<file path="config.mk">
export PLATFORM = sky130hd
export DESIGN_NAME = wpan_rx_frame_parser_link_stats_core
export DESIGN_NICKNAME = d
export VERILOG_FILES = /design/src/design/wrfp_pkg.sv /design/src/design/wrfp_ctrl.sv /design/src/design/wrfp_datapath.sv /design/src/design/wpan_rx_frame_parser_link_stats_core.sv
export SDC_FILE = /design/constraint.sdc
export NUM_CORES = 2
export LEC_CHECK = 0
export ABC_AREA = 1
export BUFFER_PORTS_ARGS = -buffer_cell sky130_fd_sc_hd__buf_4
export CORE_MARGIN = 2
export CORE_UTILIZATION = 57
export CTS_CLUSTER_SIZE = 8
export DETAILED_ROUTE_END_ITERATION = 16
export GPL_TIMING_DRIVEN = 0
export PLACE_DENSITY = 0.71
export SYNTH_ARGS = -nofsm -noshare
export SYNTH_HDL_FRONTEND = slang
export SYNTH_SLANG_ARGS = --single-unit
</file>
<file path="constraint.sdc">
create_clock -name clk -period 20.3 [get_ports clk]
set_input_delay 2.03 -clock clk [delete_from_list [all_inputs] [get_ports clk]]
set_output_delay 2.03 -clock clk [all_outputs]
set_load 0.01 [all_outputs]
</file>
<file path="src/design/wrfp_pkg.sv">
// wrfp_pkg: shared types, codes and constants of the 802.15.4 receive frame parser
// used by every module of the block; depends on nothing else
`timescale 1ns / 1ps
`default_nettype none

package wrfp_pkg;

  // frame layout and limits
  localparam int HDR_BYTES   = 9;
  localparam int FCS_BYTES   = 2;
  localparam int LEN_MIN     = 12;
  localparam int LEN_MAX     = 127;
  localparam int MAX_PAYLOAD = 116;

  // statistics widths
  localparam int COUNT_WIDTH = 32;
  localparam int NUM_W       = COUNT_WIDTH + 8;
  localparam int QUOT_BITS   = 8;
  localparam int QCNT_W      = $clog2(QUOT_BITS);

  // rssi conversion: dbm = -DBM_BASE + raw/3, raw/3 as (raw*DIV3_MUL) >> DIV3_SHIFT
  localparam int DBM_BASE   = 90;
  localparam int DIV3_MUL   = 171;
  localparam int DIV3_SHIFT = 9;

  // input opcodes
  localparam logic [1:0] OP_BYTE  = 2'd0;
  localparam logic [1:0] OP_START = 2'd1;
  localparam logic [1:0] OP_CLEAR = 2'd2;

  // result kinds
  localparam logic [1:0] KIND_PAYLOAD  = 2'd0;
  localparam logic [1:0] KIND_ACCEPTED = 2'd1;
  localparam logic [1:0] KIND_REJECTED = 2'd2;
  localparam logic [1:0] KIND_CLEARED  = 2'd3;

  typedef struct packed {
    logic [1:0] opcode;
    logic [7:0] rx_byte;
  } item_t;

  typedef struct packed {
    logic [1:0]        kind;
    logic [7:0]        payload_byte;
    logic              last_payload;
    logic [7:0]        link_quality;
    logic signed [7:0] signal_dbm;
    logic [7:0]        quality_mean;
    logic signed [7:0] signal_mean;
    logic [31:0]       frames_counted;
  } result_t;

  // controller to datapath
  typedef struct packed {
    logic accept;
    logic pop;
    logic mul;
    logic div;
    logic fin;
  } cmd_t;

  // datapath to controller
  typedef struct packed {
    logic summary;
    logic res_valid;
    logic div_last;
  } stat_t;

endpackage

`default_nettype wire

</file>
<file path="src/design/wrfp_ctrl.sv">
// wrfp_ctrl: sequencing state machine of the frame parser
// depends on wrfp_pkg for the command and status structs
`timescale 1ns / 1ps
`default_nettype none

module wrfp_ctrl (
  input  wire logic           clk,
  input  wire logic           rst,
  input  wire logic           item_valid,
  output logic                item_ready,
  input  wire logic           result_ready,
  input  wire wrfp_pkg::stat_t stat,
  output wrfp_pkg::cmd_t      cmd
);
  import wrfp_pkg::*;

  localparam logic [1:0] S_IDLE = 2'd0;
  localparam logic [1:0] S_MUL  = 2'd1;
  localparam logic [1:0] S_DIV  = 2'd2;
  localparam logic [1:0] S_FIN  = 2'd3;

  logic [1:0] state;
  logic [1:0] state_next;

  // take an item only when idle and the result slot is free or being emptied
  assign item_ready = (state == S_IDLE) && (!stat.res_valid || result_ready);

  always_comb begin
    cmd        = '0;
    cmd.accept = item_valid && item_ready;
    cmd.pop    = stat.res_valid && result_ready;
    cmd.mul    = (state == S_MUL);
    cmd.div    = (state == S_DIV);
    cmd.fin    = (state == S_FIN);
  end

  // next state
  always_comb begin
    state_next = state;
    case (state)
      S_IDLE: begin
        if (cmd.accept && stat.summary) state_next = S_MUL;
      end
      S_MUL: state_next = S_DIV;
      S_DIV: begin
        if (stat.div_last) state_next = S_FIN;
      end
      S_FIN: state_next = S_IDLE;
      default: state_next = S_IDLE;
    endcase
  end

  always_ff @(posedge clk) begin
    if (rst) begin
      state <= S_IDLE;
    end else begin
      state <= state_next;
    end
  end

endmodule

`default_nettype wire

</file>
<file path="src/design/wrfp_datapath.sv">
// wrfp_datapath: frame tracking, statistics registers, mean divider and result register
// depends on wrfp_pkg for types and constants
`timescale 1ns / 1ps
`default_nettype none

module wrfp_datapath (
  input  wire logic           clk,
  input  wire logic           rst,
  input  wire wrfp_pkg::item_t item,
  input  wire wrfp_pkg::cmd_t  cmd,
  output wrfp_pkg::stat_t     stat,
  output logic                result_valid,
  output wrfp_pkg::result_t   result
);
  import wrfp_pkg::*;

  // frame and statistics state
  logic [7:0]             byte_position;
  logic [6:0]             frame_length;
  logic                   frame_active;
  logic [7:0]             latched_quality;
  logic [7:0]             quality_average;
  logic signed [7:0]      signal_average;
  logic [COUNT_WIDTH-1:0] accepted_count;

  // summary working registers
  logic signed [7:0]      dbm;
  logic [6:0]             dbm_mag;
  logic [NUM_W-1:0]       q_rem;
  logic [NUM_W-1:0]       s_rem;
  logic [NUM_W-1:0]       div_sub;
  logic [QUOT_BITS-1:0]   q_quot;
  logic [QUOT_BITS-1:0]   s_quot;
  logic [QCNT_W-1:0]      div_cnt;

  // item decode
  logic [7:0]  pay_len;
  logic        len_bad;
  logic [7:0]  pay_end;
  logic [7:0]  lqi_pos;
  logic [7:0]  rssi_pos;
  logic        is_data;
  logic        in_payload;
  logic        is_lqi;
  logic        is_rssi;
  logic        emits;

  assign pay_len  = item.rx_byte - 8'(HDR_BYTES + FCS_BYTES);
  assign len_bad  = (item.rx_byte < 8'(LEN_MIN)) || (item.rx_byte > 8'(LEN_MAX))
                 || (pay_len > 8'(MAX_PAYLOAD));
  assign pay_end  = 8'(HDR_BYTES) + {1'b0, frame_length};
  assign lqi_pos  = pay_end + 8'(FCS_BYTES);
  assign rssi_pos = lqi_pos + 8'd1;

  assign is_data    = (item.opcode == OP_BYTE) && frame_active;
  assign in_payload = is_data && (byte_position >= 8'(HDR_BYTES)) && (byte_position < pay_end);
  assign is_lqi     = is_data && (byte_position == lqi_pos);
  assign is_rssi    = is_data && (byte_position == rssi_pos);
  assign emits      = (item.opcode == OP_CLEAR) || ((item.opcode == OP_START) && len_bad)
                   || in_payload;

  // raw rssi divided by three
  logic [15:0] div3_prod;
  logic [6:0]  div3;
  assign div3_prod = 16'(item.rx_byte) * 16'(DIV3_MUL);
  assign div3      = div3_prod[DIV3_SHIFT+6:DIV3_SHIFT];

  // weighted sums for the new means: mean*(n-1) + sample
  logic [COUNT_WIDTH-1:0] cnt_less;
  logic [7:0]             sa_mag;
  logic [NUM_W-1:0]       q_prod;
  logic [NUM_W-1:0]       s_prod;
  assign cnt_less = accepted_count - {{(COUNT_WIDTH-1){1'b0}}, 1'b1};
  assign sa_mag   = 8'(-signal_average);
  assign q_prod   = NUM_W'(quality_average) * NUM_W'(cnt_less);
  assign s_prod   = NUM_W'(sa_mag) * NUM_W'(cnt_less);

  // one restoring step per cycle on both numerators
  logic q_ge;
  logic s_ge;
  assign q_ge = (q_rem >= div_sub);
  assign s_ge = (s_rem >= div_sub);

  assign stat.summary   = is_rssi;
  assign stat.res_valid = result_valid;
  assign stat.div_last  = (div_cnt == '0);

  // frame tracking and statistics
  always_ff @(posedge clk) begin
    if (rst) begin
      byte_position   <= '0;
      frame_length    <= '0;
      frame_active    <= 1'b0;
      latched_quality <= '0;
      quality_average <= '0;
      signal_average  <= '0;
      accepted_count  <= '0;
    end else if (cmd.accept) begin
      case (item.opcode)
        OP_CLEAR: begin
          quality_average <= '0;
          signal_average  <= '0;
          accepted_count  <= '0;
        end
        OP_START: begin
          byte_position <= '0;
          frame_active  <= !len_bad;
          if (!len_bad) frame_length <= pay_len[6:0];
        end
        OP_BYTE: begin
          if (frame_active) begin
            if (is_lqi) latched_quality <= item.rx_byte;
            if (is_rssi) begin
              frame_active  <= 1'b0;
              byte_position <= '0;
              if (accepted_count != '1)
                accepted_count <= accepted_count + {{(COUNT_WIDTH-1){1'b0}}, 1'b1};
            end else begin
              byte_position <= byte_position + 8'd1;
            end
          end
        end
        default: ;
      endcase
    end else if (cmd.fin) begin
      quality_average <= q_quot;
      signal_average  <= 8'd0 - s_quot;
    end
  end

  // mean divider: convert rssi on the RSSI byte, load sums, then eight quotient bits
  always_ff @(posedge clk) begin
    if (cmd.accept && is_rssi) begin
      dbm     <= 8'(-DBM_BASE) + {1'b0, div3};
      dbm_mag <= 7'(DBM_BASE) - div3;
    end
    if (cmd.mul) begin
      q_rem   <= q_prod + NUM_W'(latched_quality);
      s_rem   <= s_prod + NUM_W'(dbm_mag);
      div_sub <= NUM_W'(accepted_count) << (QUOT_BITS - 1);
      div_cnt <= QCNT_W'(QUOT_BITS - 1);
      q_quot  <= '0;
      s_quot  <= '0;
    end else if (cmd.div) begin
      if (q_ge) q_rem <= q_rem - div_sub;
      if (s_ge) s_rem <= s_rem - div_sub;
      q_quot  <= {q_quot[QUOT_BITS-2:0], q_ge};
      s_quot  <= {s_quot[QUOT_BITS-2:0], s_ge};
      div_sub <= div_sub >> 1;
      div_cnt <= div_cnt - QCNT_W'(1);
    end
  end

  // result register
  always_ff @(posedge clk) begin
    if (rst) begin
      result_valid <= 1'b0;
    end else if ((cmd.accept && emits) || cmd.fin) begin
      result_valid <= 1'b1;
    end else if (cmd.pop) begin
      result_valid <= 1'b0;
    end
  end

  // result contents: summary at write-back, otherwise from the accepted item
  result_t result_next;
  always_comb begin
    result_next = '0;
    if (cmd.fin) begin
      result_next.kind           = KIND_ACCEPTED;
      result_next.link_quality   = latched_quality;
      result_next.signal_dbm     = dbm;
      result_next.quality_mean   = q_quot;
      result_next.signal_mean    = 8'd0 - s_quot;
      result_next.frames_counted = 32'(accepted_count);
    end else begin
      case (item.opcode)
        OP_CLEAR: result_next.kind = KIND_CLEARED;
        OP_START: result_next.kind = KIND_REJECTED;
        default: begin
          result_next.kind         = KIND_PAYLOAD;
          result_next.payload_byte = item.rx_byte;
          result_next.last_payload = (byte_position + 8'd1 == pay_end);
        end
      endcase
    end
  end

  always_ff @(posedge clk) begin
    if ((cmd.accept && emits) || cmd.fin) begin
      result <= result_next;
    end
  end

endmodule

`default_nettype wire

</file>
<file path="src/design/wpan_rx_frame_parser_link_stats_core.sv">
// wpan_rx_frame_parser_link_stats_core: top level of the receive frame parser
// with link statistics. Input channel item (opcode, rx_byte) and output
// channel result, both valid/ready; one transaction moves one packed struct.
// Length byte (opcode start) opens a frame; header, FCS and LQI bytes
// are consumed silently, payload bytes come out one per byte,
// and the RSSI byte closes the frame with an accepted-frame summary.
// Results: payload, reject and clear results are valid the cycle after the
// input transaction. The summary follows the RSSI byte through S_MUL, which
// forms mean*(n-1)+sample, S_DIV, which runs the restoring divider (one
// quotient bit per step for both means), and S_FIN, which writes back the means.
// Throughput: one byte per cycle while the output register is free or being
// taken, except the RSSI byte, which holds item_ready low while the divider runs.
// Stall: a waiting result sits in the output register; item_ready stays high
// only if that register is empty or being taken in the same cycle.
// Reset (rst, synchronous): parser idle, means and frame count zero, no result.
// Depends on wrfp_pkg, wrfp_ctrl and wrfp_datapath.
`timescale 1ns / 1ps
`default_nettype none

module wpan_rx_frame_parser_link_stats_core (
  input  wire logic           clk,
  input  wire logic           rst,
  input  wire logic           item_valid,
  output logic                item_ready,
  input  wire wrfp_pkg::item_t item,
  output logic                result_valid,
  input  wire logic           result_ready,
  output wrfp_pkg::result_t   result
);
  import wrfp_pkg::*;

  cmd_t  cmd;
  stat_t stat;

  // controller
  wrfp_ctrl u_ctrl (
    .clk          (clk),
    .rst          (rst),
    .item_valid   (item_valid),
    .item_ready   (item_ready),
    .result_ready (result_ready),
    .stat         (stat),
    .cmd          (cmd)
  );

  // datapath
  wrfp_datapath u_datapath (
    .clk          (clk),
    .rst          (rst),
    .item         (item),
    .cmd          (cmd),
    .stat         (stat),
    .result_valid (result_valid),
    .result       (result)
  );

endmodule

`default_nettype wire

</file>
==> metrics.txt <==
status=complete, but fails checks; violated checks=max-capacitance violations, max-slew violations; CTS resizes=0; minimum clock period=8.99 ns; vias per inst=5.74; grt total ovfl=0; Routed WL=134,000 um; DR iter-0 viols=roughly 3.8k; detailed-route via count=around 35k; placed cell areas=between 30,000 and 40,000 um2; Diodes inserted=0; CTS tree=done; clock sinks=302; final setup fails=0; post-detailed-route count of antenna-violating nets=0; Hold Vio Cnt, Final=0; FILL cells=~6.1k; WS Path Type=flop to flop; boundary pin count=91; setup TNS=0 ns; sequential area share after synthesis=21.3%; Slew @ Worst Pin=~1.5 ns; Worst EP required=20.66 ns; final RePlAce weighted congestion=1.09; unique cell type count in the Yosys netlist=57; syn_area_per_cell=7.49 um2; Max Cap Violations=1; Worst-Skew Late Latency=0.62 ns; Total Nets Final=a little under 6k; Place WS=11.51 ns; Min-Delay Path Class=flop to flop; CTS Buf Count=45; Leak=between 20 and 25 nW; post-synthesis net count=5,788; die height=262 um; clk_skew=0.0646 ns; maximum buffer depth of the clock tree=3; Multi-input gate area=25,200 um2; CTS Hold Bufs=0; post-synth top area cell=fa_1; First-pass DRT Iterations=6; CP Launch Type=flop; commonest non-fill, non-tap cells in the layout=inv_1, nand2_1, nor2_1; Reg clk slew, reported paths=~0.06 ns; power per standard cell area=117 nW/um2; initial core utilization=~58%; crit path DAT=around 9.4 ns; #FFs+latches synth=302; CTS root buf=clkbuf_16; cell count after placement=6,011; Synth Warn #=0; port buffer count=89; routed length per instance=about 22 um; Std-Cell Core Area=between 60,000 and 70,000 um2; final setup margin=11.31 ns; Finished Layout Cells=6,087; vias in the first global route=~33k; Cell Area, Synth=approximately 38,000 um2; Synth top area share=20.6%; RSZ-0062 raised after global routing=false; num rows=94; crit path max-delay cell type=xor2_1; global-route wire length before repair=approximately 200,000 um; Slew Limit Fails=1; design area=41,100 um2; largest net degree at the start of global routing=roughly 50; Area Growth Syn to Fin=8.51%; Max IR drop VDD=0.103 mV; DIE AREA=68,500 um2; Seq. cell area=8060 um2; initial antenna violation count=2; most frequent CP cell=inv_1; Post-DP HPWL=around 110,000 um; CP peak stage delay=between 1 and 1.5 ns; crit-path max FO=10; highest clock rate=111 MHz; DRC=0; commonest non-fill, non-tap cell in the layout=inv_1; Post-CTS Setup Inserts=0; post-synthesis cell count=5,054; H-tree levels=2; main area contributors after synthesis=fa_1, edfxtp_1, ha_1; Rel. slew slack=-0.00422%; layout cells sized above 1=4.31%; total track usage=39.4%; fin crit share=44.3%; Die W=262 um; Worst Setup End Kind=flop
flip-flops by register name (all words and copies together), names as in the netlist:
name,count
u_datapath.result,75
u_datapath.q_quot,8
u_datapath.frame_length,7
u_datapath.quality_average,8
u_datapath.byte_position,8
u_datapath.q_rem,40
u_datapath.result_valid,1
u_datapath.accepted_count,32
u_datapath.div_cnt,3
u_datapath.dbm_mag,7
u_datapath.div_sub,39
u_datapath.signal_average,8
u_datapath.dbm,7
u_datapath.s_quot,8
u_datapath.frame_active,1
u_ctrl.state,2
u_datapath.latched_quality,8
u_datapath.s_rem,40
synth_stat cells, drive strengths merged:
library cell / number
a211oi: 11
a21boi: 6
a21o: 23
a21oi: 367
a221oi: 3
a31o: 2
a31oi: 59
and2: 9
and3: 5
buf: 21
clkbuf: 140
clkinv: 13
dfxtp: 101
edfxtp: 201
fa: 389
ha: 331
inv: 1049
mux2i: 1
nand2: 820
nand3: 122
nand3b: 3
nand4: 42
nor2: 758
nor3: 64
nor3b: 2
nor4: 16
nor4b: 1
o2111ai: 3
o211ai: 15
o21a: 6
o21ai: 284
o21bai: 8
o221ai: 8
o22ai: 27
o311ai: 1
o31ai: 2
or2: 17
or4: 1
xnor2: 30
xor2: 93
area by class of cell:
type                            instances  area share, %
Timing Repair Buffer                   93           1.88
Clock buffer                           71           3.01
Buffer                                161           1.55
Clock inverter                          5          0.229
Tap cell                              864           2.63
Multi-Input combinational cell       3529           61.4
Sequential cell                       302           19.6
Inverter                             1062           9.72
metrics by stage:
| stage | hold WS (ns) | utilization, % | total power, mW |
|---|---|---|---|
| 4_1_cts | 0.473 | 62.4 | 4.74 |
| 5_1_grt | 0.504 | 62.4 | 5.19 |
| 2_1_floorplan | 0.434 | - | 3.05 |
| 3_5_place_dp | 0.463 | 60.4 | 4.01 |
| 3_3_place_gp | 0.450 | 60.2 | 3.96 |
| 6_report | 0.473 | 62.4 | 4.82 |
report_power, final:
| group | internal, mW | switching [mW] |
|---|---|---|
| logic | 1.01 | 2.09 |
| clock network | 0.418 | 0.300 |
| registers | 0.940 | 0.0682 |
worst max-delay path, delay by kind of cell, from the launching register on:
kind                       cells  cell delay, ns
AOI/OAI and AO/OA              5            1.49
adders and majority gates      6            2.54
xor gates and xnor gates       2            1.27
and+or+nand+nor                7            1.01
buffers and inverters         12            1.98
DFF                            1            0.45
path summary, 6_finish.rpt:
path / cells after the start / start / endpoint / slack (ns)
min: 2 / u_datapath.div_cnt[2] / u_datapath.div_cnt[2] / 0.47
max: 32 / u_datapath.accepted_count[0] / u_datapath.q_rem[24] / 11.31
max reg2reg: 32 / u_datapath.accepted_count[0] / u_datapath.q_rem[24] / 11.31
min reg2reg: 2 / u_datapath.div_cnt[2] / u_datapath.div_cnt[2] / 0.47
logic make-up after synthesis:
logic type                 share of synthesized area (%)
and+or+nand+nor                                     20.2
buffers and inverters                               12.2
adders and majority gates                           31.5
DFF                                                 21.3
muxes                                             0.0265
AOI/OAI and AO/OA                                   11.8
xor gates and xnor gates                            2.92
layer usage:
layer	wire, um	vias to the layer above	track usage [%]	share of wire, %
met4	5490	4	14.3	4.1
met2	57400	1848	59.7	43
met5	27	-	0	0.020
met1	55600	16700	54.6	41
li1	-	16200	-	-
met3	16000	288	9.90	12
Note: power is estimated with default switching activity, not from simulation.
